<file path="src/hdl/bpc_pkg.sv">
// ----------------------------------------------------------------------------
// bpc_pkg
// Shared types and constants for the barometric pressure compensation block.
// ----------------------------------------------------------------------------
package bpc_pkg;

   localparam int RAW_W       = 10;
   localparam int COEFF_W     = 16;
   localparam int CROSS_W     = 14;
   localparam int HPA_W       = 11;
   localparam int CSR_INDEX_W = 2;

   // compensated sum at 2^-22 scale, one guard bit over the 37 bits needed
   localparam int SUM_W       = 38;
   // sum times the 17-bit signed scale factor
   localparam int PROD_W      = SUM_W + 17;
   localparam int OUT_SHIFT   = 38;
   localparam int QUOT_W      = PROD_W - OUT_SHIFT;

   localparam logic [16:0]         SCALE_MUL = 17'd41641;
   localparam logic signed [17:0]  HPA_BIAS  = 18'sd500;
   localparam logic signed [17:0]  HPA_MAX   = 18'sd2047;

   typedef enum logic [CSR_INDEX_W-1:0] {
      CSR_OFFSET = 2'd0,
      CSR_SLOPE  = 2'd1,
      CSR_TEMP   = 2'd2,
      CSR_CROSS  = 2'd3
   } csr_index_type;

   typedef struct packed {
      logic signed [COEFF_W-1:0] a0;
      logic signed [COEFF_W-1:0] b1;
      logic signed [COEFF_W-1:0] b2;
      logic signed [CROSS_W-1:0] c12;
   } coeff_type;

endpackage

</file>
<file path="src/hdl/bpc_csr.sv">
// ----------------------------------------------------------------------------
// bpc_csr
// Calibration coefficient registers, written through the csr port.
// ----------------------------------------------------------------------------
module bpc_csr (
   input  logic                               clock,
   input  logic                               reset,
   input  logic                               csr_write,
   input  logic [bpc_pkg::CSR_INDEX_W-1:0]    csr_index,
   input  logic [bpc_pkg::COEFF_W-1:0]        csr_wdata,
   output bpc_pkg::coeff_type                 coeff
);
   import bpc_pkg::*;

   coeff_type coeff_ff;
   coeff_type coeff_in;

   always_comb begin
      coeff_in = coeff_ff;
      if (csr_write) begin
         case (csr_index_type'(csr_index))
            CSR_OFFSET: coeff_in.a0  = $signed(csr_wdata);
            CSR_SLOPE:  coeff_in.b1  = $signed(csr_wdata);
            CSR_TEMP:   coeff_in.b2  = $signed(csr_wdata);
            CSR_CROSS:  coeff_in.c12 = $signed(csr_wdata[CROSS_W-1:0]);
            default:    coeff_in = coeff_ff;
         endcase
      end
   end

   always_ff @(posedge clock) begin
      if (reset) begin
         coeff_ff <= '0;
      end else begin
         coeff_ff <= coeff_in;
      end
   end

   assign coeff = coeff_ff;

endmodule

</file>
<file path="src/hdl/bpc_poly.sv">
// ----------------------------------------------------------------------------
// bpc_poly
// Three-stage pipeline forming a0<<19 + b1*P<<9 + c12*T*P + b2*T<<8.
// ----------------------------------------------------------------------------
module bpc_poly (
   input  logic                                clock,
   input  logic                                reset,
   input  bpc_pkg::coeff_type                  coeff,
   input  logic                                in_valid,
   output logic                                in_ready,
   input  logic [bpc_pkg::RAW_W-1:0]           in_pressure,
   input  logic [bpc_pkg::RAW_W-1:0]           in_temperature,
   output logic                                out_valid,
   input  logic                                out_ready,
   output logic signed [bpc_pkg::SUM_W-1:0]    out_sum
);
   import bpc_pkg::*;

   localparam int CT_W  = CROSS_W + RAW_W + 1;
   localparam int LIN_W = COEFF_W + RAW_W + 1;
   localparam int CTP_W = CT_W + RAW_W + 1;

   logic v1_ff, v2_ff, v3_ff;
   logic rdy1, rdy2, rdy3;

   // stage 1: single products
   logic [RAW_W-1:0]        p1_ff;
   logic signed [CT_W-1:0]  ct_ff,  ct_in;
   logic signed [LIN_W-1:0] bp_ff,  bp_in;
   logic signed [LIN_W-1:0] bt_ff,  bt_in;

   // stage 2: cross product and linear sum
   logic signed [CTP_W-1:0] ctp_ff, ctp_in;
   logic signed [SUM_W-1:0] lin_ff, lin_in;

   // stage 3: full sum
   logic signed [SUM_W-1:0] sum_ff, sum_in;

   assign rdy3     = !v3_ff || out_ready;
   assign rdy2     = !v2_ff || rdy3;
   assign rdy1     = !v1_ff || rdy2;
   assign in_ready = rdy1;

   always_comb begin
      ct_in  = coeff.c12 * $signed({1'b0, in_temperature});
      bp_in  = coeff.b1  * $signed({1'b0, in_pressure});
      bt_in  = coeff.b2  * $signed({1'b0, in_temperature});
      ctp_in = ct_ff * $signed({1'b0, p1_ff});
      lin_in = $signed({{(SUM_W-COEFF_W-19){coeff.a0[COEFF_W-1]}}, coeff.a0, 19'd0})
             + $signed({{(SUM_W-LIN_W-9){bp_ff[LIN_W-1]}}, bp_ff, 9'd0})
             + $signed({{(SUM_W-LIN_W-8){bt_ff[LIN_W-1]}}, bt_ff, 8'd0});
      sum_in = lin_ff + $signed({{(SUM_W-CTP_W){ctp_ff[CTP_W-1]}}, ctp_ff});
   end

   always_ff @(posedge clock) begin
      if (reset) begin
         v1_ff <= 1'b0;
         v2_ff <= 1'b0;
         v3_ff <= 1'b0;
      end else begin
         if (rdy1) begin
            v1_ff <= in_valid;
         end
         if (rdy2) begin
            v2_ff <= v1_ff;
         end
         if (rdy3) begin
            v3_ff <= v2_ff;
         end
      end
   end

   always_ff @(posedge clock) begin
      if (rdy1) begin
         p1_ff <= in_pressure;
         ct_ff <= ct_in;
         bp_ff <= bp_in;
         bt_ff <= bt_in;
      end
      if (rdy2) begin
         ctp_ff <= ctp_in;
         lin_ff <= lin_in;
      end
      if (rdy3) begin
         sum_ff <= sum_in;
      end
   end

   assign out_valid = v3_ff;
   assign out_sum   = sum_ff;

endmodule

</file>
<file path="src/hdl/bpc_scale.sv">
// ----------------------------------------------------------------------------
// bpc_scale
// Two-stage pipeline: scale to hPa, floor, add bias and saturate.
// ----------------------------------------------------------------------------
module bpc_scale (
   input  logic                                clock,
   input  logic                                reset,
   input  logic                                in_valid,
   output logic                                in_ready,
   input  logic signed [bpc_pkg::SUM_W-1:0]    in_sum,
   output logic                                out_valid,
   input  logic                                out_ready,
   output logic [bpc_pkg::HPA_W-1:0]           out_hpa
);
   import bpc_pkg::*;

   logic v4_ff, v5_ff;
   logic rdy4, rdy5;

   logic signed [PROD_W-1:0] prod_ff, prod_in;
   logic signed [QUOT_W-1:0] quot;
   logic signed [17:0]       biased;
   logic [HPA_W-1:0]         hpa_ff, hpa_in;

   assign rdy5     = !v5_ff || out_ready;
   assign rdy4     = !v4_ff || rdy5;
   assign in_ready = rdy4;

   always_comb begin
      prod_in = in_sum * $signed(SCALE_MUL);
      // arithmetic shift gives the floor
      quot    = prod_ff[PROD_W-1:OUT_SHIFT];
      biased  = $signed({quot[QUOT_W-1], quot}) + HPA_BIAS;
      if (biased < 0) begin
         hpa_in = '0;
      end else if (biased > HPA_MAX) begin
         hpa_in = HPA_MAX[HPA_W-1:0];
      end else begin
         hpa_in = biased[HPA_W-1:0];
      end
   end

   always_ff @(posedge clock) begin
      if (reset) begin
         v4_ff <= 1'b0;
         v5_ff <= 1'b0;
      end else begin
         if (rdy4) begin
            v4_ff <= in_valid;
         end
         if (rdy5) begin
            v5_ff <= v4_ff;
         end
      end
   end

   always_ff @(posedge clock) begin
      if (rdy4) begin
         prod_ff <= prod_in;
      end
      if (rdy5) begin
         hpa_ff <= hpa_in;
      end
   end

   assign out_valid = v5_ff;
   assign out_hpa   = hpa_ff;

endmodule

</file>
<file path="src/hdl/barometric_pressure_compensation.sv">
// ----------------------------------------------------------------------------
// barometric_pressure_compensation
// Turns a raw 10-bit pressure and temperature pair into compensated hPa.
// ----------------------------------------------------------------------------
// One beat is accepted per clock while the output is not stalled, and result
// beats leave in the order of acceptance. The five stages are the coefficient
// products, the cross product with the linear sum, the final add, the scale
// multiply and the floor/bias/saturate output register; each stage holds its
// beat while the stage after it is full, so a stall on rsp_ backs up without
// loss. Coefficients are written through csr_ and take effect on the next
// clock; change them only while no beat is in flight.
module barometric_pressure_compensation (
   input  logic                               clock,
   input  logic                               reset,
   input  logic                               req_valid,
   output logic                               req_ready,
   input  logic [bpc_pkg::RAW_W-1:0]          req_raw_pressure,
   input  logic [bpc_pkg::RAW_W-1:0]          req_raw_temperature,
   output logic                               rsp_valid,
   input  logic                               rsp_ready,
   output logic [bpc_pkg::HPA_W-1:0]          rsp_pressure_hpa,
   input  logic                               csr_write,
   input  logic [bpc_pkg::CSR_INDEX_W-1:0]    csr_index,
   input  logic [bpc_pkg::COEFF_W-1:0]        csr_wdata
);
   import bpc_pkg::*;

   coeff_type               coeff;
   logic                    sum_valid;
   logic                    sum_ready;
   logic signed [SUM_W-1:0] sum;

   bpc_csr u_csr (
      .clock     (clock),
      .reset     (reset),
      .csr_write (csr_write),
      .csr_index (csr_index),
      .csr_wdata (csr_wdata),
      .coeff     (coeff)
   );

   bpc_poly u_poly (
      .clock          (clock),
      .reset          (reset),
      .coeff          (coeff),
      .in_valid       (req_valid),
      .in_ready       (req_ready),
      .in_pressure    (req_raw_pressure),
      .in_temperature (req_raw_temperature),
      .out_valid      (sum_valid),
      .out_ready      (sum_ready),
      .out_sum        (sum)
   );

   bpc_scale u_scale (
      .clock     (clock),
      .reset     (reset),
      .in_valid  (sum_valid),
      .in_ready  (sum_ready),
      .in_sum    (sum),
      .out_valid (rsp_valid),
      .out_ready (rsp_ready),
      .out_hpa   (rsp_pressure_hpa)
   );

   // a free output never holds up the input
   a_flow_through: assert property (@(posedge clock) disable iff (reset)
      rsp_ready |-> req_ready)
      else $error("input stalled while output is free");

   // backpressure on the input only with a full output register
   a_stall_source: assert property (@(posedge clock) disable iff (reset)
      !req_ready |-> rsp_valid)
      else $error("input stalled with empty output");

   // the inner sum holds while the scale stages are full
   a_sum_hold: assert property (@(posedge clock) disable iff (reset)
      sum_valid && !sum_ready |=> sum_valid && $stable(sum))
      else $error("inner sum lost under stall");

endmodule

</file>
<file path="config.mk">
export PLATFORM = sky130hd
export DESIGN_NAME = barometric_pressure_compensation
export DESIGN_NICKNAME = d
export VERILOG_FILES = /design/src/hdl/bpc_pkg.sv /design/src/hdl/bpc_csr.sv /design/src/hdl/bpc_poly.sv /design/src/hdl/bpc_scale.sv /design/src/hdl/barometric_pressure_compensation.sv
export SDC_FILE = /design/constraint.sdc
export NUM_CORES = 2
export LEC_CHECK = 0
export CORE_MARGIN = 2
export CORE_UTILIZATION = 30
export DETAILED_ROUTE_END_ITERATION = 6
export DONT_BUFFER_PORTS = 1
export HOLD_SLACK_MARGIN = 0.15
export SYNTH_ARGS = -nofsm -noshare
export SYNTH_HDL_FRONTEND = slang
export SYNTH_HIERARCHICAL = 1
export SYNTH_SLANG_ARGS = --single-unit
</file>
<file path="constraint.sdc">
create_clock -name clock -period 6.4 [get_ports clock]
set_clock_uncertainty 0.05 [all_clocks]
set_input_delay 0.64 -clock clock [delete_from_list [all_inputs] [get_ports clock]]
set_output_delay 0.64 -clock clock [all_outputs]
set_load 0.05 [all_outputs]
</file>
==> impl_metrics.py <==
metrics = {
    "outcome": {
        "status": "finished clean",
    },
    "clocking": {
        "worstSkewPairLatency_ns": 0.57,
        "clk_pin_slew_ns": 0.07,
        "cts_setup_buffers": 0,
        "ctsHtreeMaxLevel": 2,
        "cts_tree": "yes",
        "cts_made_buffers": 34,
        "clockRootBuffer": "clkbuf_16",
        "cts.path.max_buffers": 3,
        "cts_sinks": 288,
    },
    "setup_path": {
        "timing.critical_path.to_type": "flop",
        "crit_required_ns": 6.72,
        "cp_slowest_cell": "dfxtp_1",
        "crit_path_frequent_cell": "fa_1",
        "slowest_delay_ns": 0.70,
        "crit_buf_inv": 3,
        "start_kind": "flop",
        "crit_arrival_ns": 6.41,
        "cp_top_family": "adder cells",
        "path_max_fanout": 11,
        "crit_type": "flop to flop",
        "path_cells": "nand2_1 > fa_1 > fa_1 > fa_1 > inv_1 > fa_1 > inv_1 > fa_1 > inv_1 > ha_1 > o21a_1 > o21ai_1 > or2_1 > o22ai_1 > a211oi_1 > nor3_1 > and2_1 > o21ai_1 > a221oi_1",
    },
    "synthesis": {
        "syn_area_um2": 48600,
        "synth-seq-cells": 288,
        "syn-mean-instance-area_um2": 9.62,
        "synthArstFlopShare": 0,
        "yosys.area.top_type": "fa_1",
        "postSynthCellCount": 5054,
        "ys_top_cells_by_area": "fa_1 34%, edfxtp_1 14%, ha_1 13%, inv_1 9.5%, and2_1 4.5%",
        "synth_cell_types": 110,
        "synth_ff_type": "edfxtp_1",
        "synth-edff-count": 221,
        "synthDominantCellAreaShare": 0.341,
        "syn-num-nets": 6444,
        "ys.warnings.count": 6,
        "ys_seq_area_frac": 0.164,
    },
    "timing": {
        "setup_viol": 0,
        "tightest_slew_ns": 1.21,
        "finalHoldViolations": 0,
        "fmax_ghz": 0.164,
        "slew_violations": 0,
        "layout_min_cycle_time_ns": 6.09,
        "rsz0062_at_grt": "no",
        "max_slew_margin": 0.193,
        "finalSetupTns_ns": 0,
        "timing.final.crit_share": 0.951,
    },
    "route": {
        "wl_met3_mm": 4.04,
        "drc": 0,
        "drt-met1-wl_mm": 51.3,
        "wl_per_cell_um": 15.6,
        "top_layer": "met4",
        "dr_wl_met2_mm": 55.9,
        "drt_wl_total_mm": 113,
        "routed_via_density": 4.58,
        "vias": 33000,
        "firstDrtPassIters": 7,
        "drt_iter0_drc": 1721,
        "postRouteAntennaNets": 0,
    },
    "global_route": {
        "grt_first_pass_wirelength_mm": 184,
        "grt.overflow.total": 0,
        "grt_max_degree": 80,
        "track_usage": 0.139,
        "grt_antenna_before_repair": 2,
        "grt_pass1_vias": 35100,
    },
    "placement": {
        "portBuffers": 0,
        "hpwl_mm": 92.9,
        "place_congestion": 0.857,
    },
    "flow_run": {
        "max_cap_violations": 0,
    },
    "final_layout": {
        "layout.cells.most_common": "inv_1",
        "drive_above_1_share": 0.0344,
        "syn2layout_area_growth_pct": 7.92,
        "fillers": 16700,
        "fin_nets": 6394,
        "most-common-layout-cells": "1227 x inv_1, 828 x fa_1, 519 x ha_1",
    },
    "floorplanning": {
        "num_rows": 147,
        "die_y_um": 407,
        "start_util": 0.303,
        "coreArea_um2": 161000,
        "die_area_um2": 165000,
        "die_w_um": 407,
        "io_pins": 56,
    },
    "hold_path": {
        "hold_class": "primary input to flop",
    },
}
==> through the flow <==
stage | cell area [um^2] | utilization | std cells | setup slack, ns | hold WS, ns
finish | 52500 | 0.327 | 7191 | 0.313 | 0.210
detailed placement | 51100 | 0.318 | 7116 | 0.185 | 0.356
global route | 52500 | 0.327 | 7190 | 0.00119 | 0.193
CTS | 52500 | 0.326 | 7189 | 0.157 | 0.177
global placement | 51100 | 0.318 | 7116 | 0.212 | 0.355
floorplan | 48600 | - | 5054 | 0.403 | 0.350
==> cells in the mapped netlist (all sizes together) (10+ instances only) <==
cell,n
clkbuf,134
xnor2,152
xor2,44
o21a,32
o21bai,20
inv,1230
nor2b,26
o21ai,109
and2,351
buf,11
nor2,115
a21o,84
edfxtp,221
a21oi,175
nand2,468
a31oi,18
dfxtp,67
nor3,34
o211ai,15
nand4,22
and3,19
mux2i,68
o2111ai,10
ha,519
fa,828
a211oi,20
nand2b,96
nand3,37
==> layer usage <==
layer  global-route usage  vias to the layer above
met5                    0                        -
li1                     -                    15600
met3               0.0140                       83
met4               0.0197                        0
met1                0.186                    16700
met2                0.245                      572
==> logic make-up (layout without fill, tap and decap cells) <==
group,Yosys count,in the layout,share of synthesized area
other cells,0,2,0
compound gates,562,562,0.0777
buf+inv,1375,1350,0.107
flops,288,288,0.164
mux,70,70,0.0145
simple gates,1216,1216,0.127
xor+xnor,196,196,0.0353
fa+ha+maj,1347,1347,0.474
==> sequential cells by signal (all words and copies together), names as in the netlist <==
signal             cells
u_csr/coeff           62
u_poly/out_sum        38
u_poly/ctp_ff         36
u_poly/lin_ff         30
u_poly/bp_ff          27
u_poly/bt_ff          27
u_poly/ct_ff          25
u_scale/prod_ff       17
u_scale/out_hpa       11
u_poly/p1_ff          10
u_poly/out_valid       1
u_poly/v1_ff           1
u_poly/v2_ff           1
u_scale/out_valid      1
u_scale/v4_ff          1
==> area by class of cell <==
type | instances | area [um^2] | share of cell area
diodes | 2 | 5.00 | 0.0000953
clock buffers | 47 | 1040 | 0.0199
clock inverters | 14 | 179 | 0.00341
inverters | 1230 | 4620 | 0.0880
multi-input cells | 3391 | 35500 | 0.676
flip-flops and latches | 288 | 7980 | 0.152
well taps | 2160 | 2700 | 0.0515
repair buffers | 59 | 473 | 0.00901
==> worst paths after layout <==
| check | startpoint | to | slack [ns] | cells after the start |
|---|---|---|---|---|
| hold reg to reg | u_poly/ctp_ff[2]$_DFFE_PP_ | u_poly/out_sum[2]$_DFFE_PP_ | 0.37 | 0 |
| setup / recovery | u_csr/coeff[36]$_SDFFE_PP0P_ | u_poly/bp_ff[24]$_DFFE_PP_ | 0.31 | 19 |
| setup reg to reg | u_csr/coeff[36]$_SDFFE_PP0P_ | u_poly/bp_ff[24]$_DFFE_PP_ | 0.31 | 19 |
| hold / removal | reset | u_csr/coeff[13]$_SDFFE_PP0P_ | 0.21 | 2 |
==> repair_timing <==
action	CTS	global route
gates resized for setup	0	2
hold buffers	12	0
setup endpoints to repair	0	2
endpoints found under the hold margin	15	0
Power is left out: the tool's default activity adds up to more than one toggle a clock period on the data nets, which glitch-free logic cannot reach.
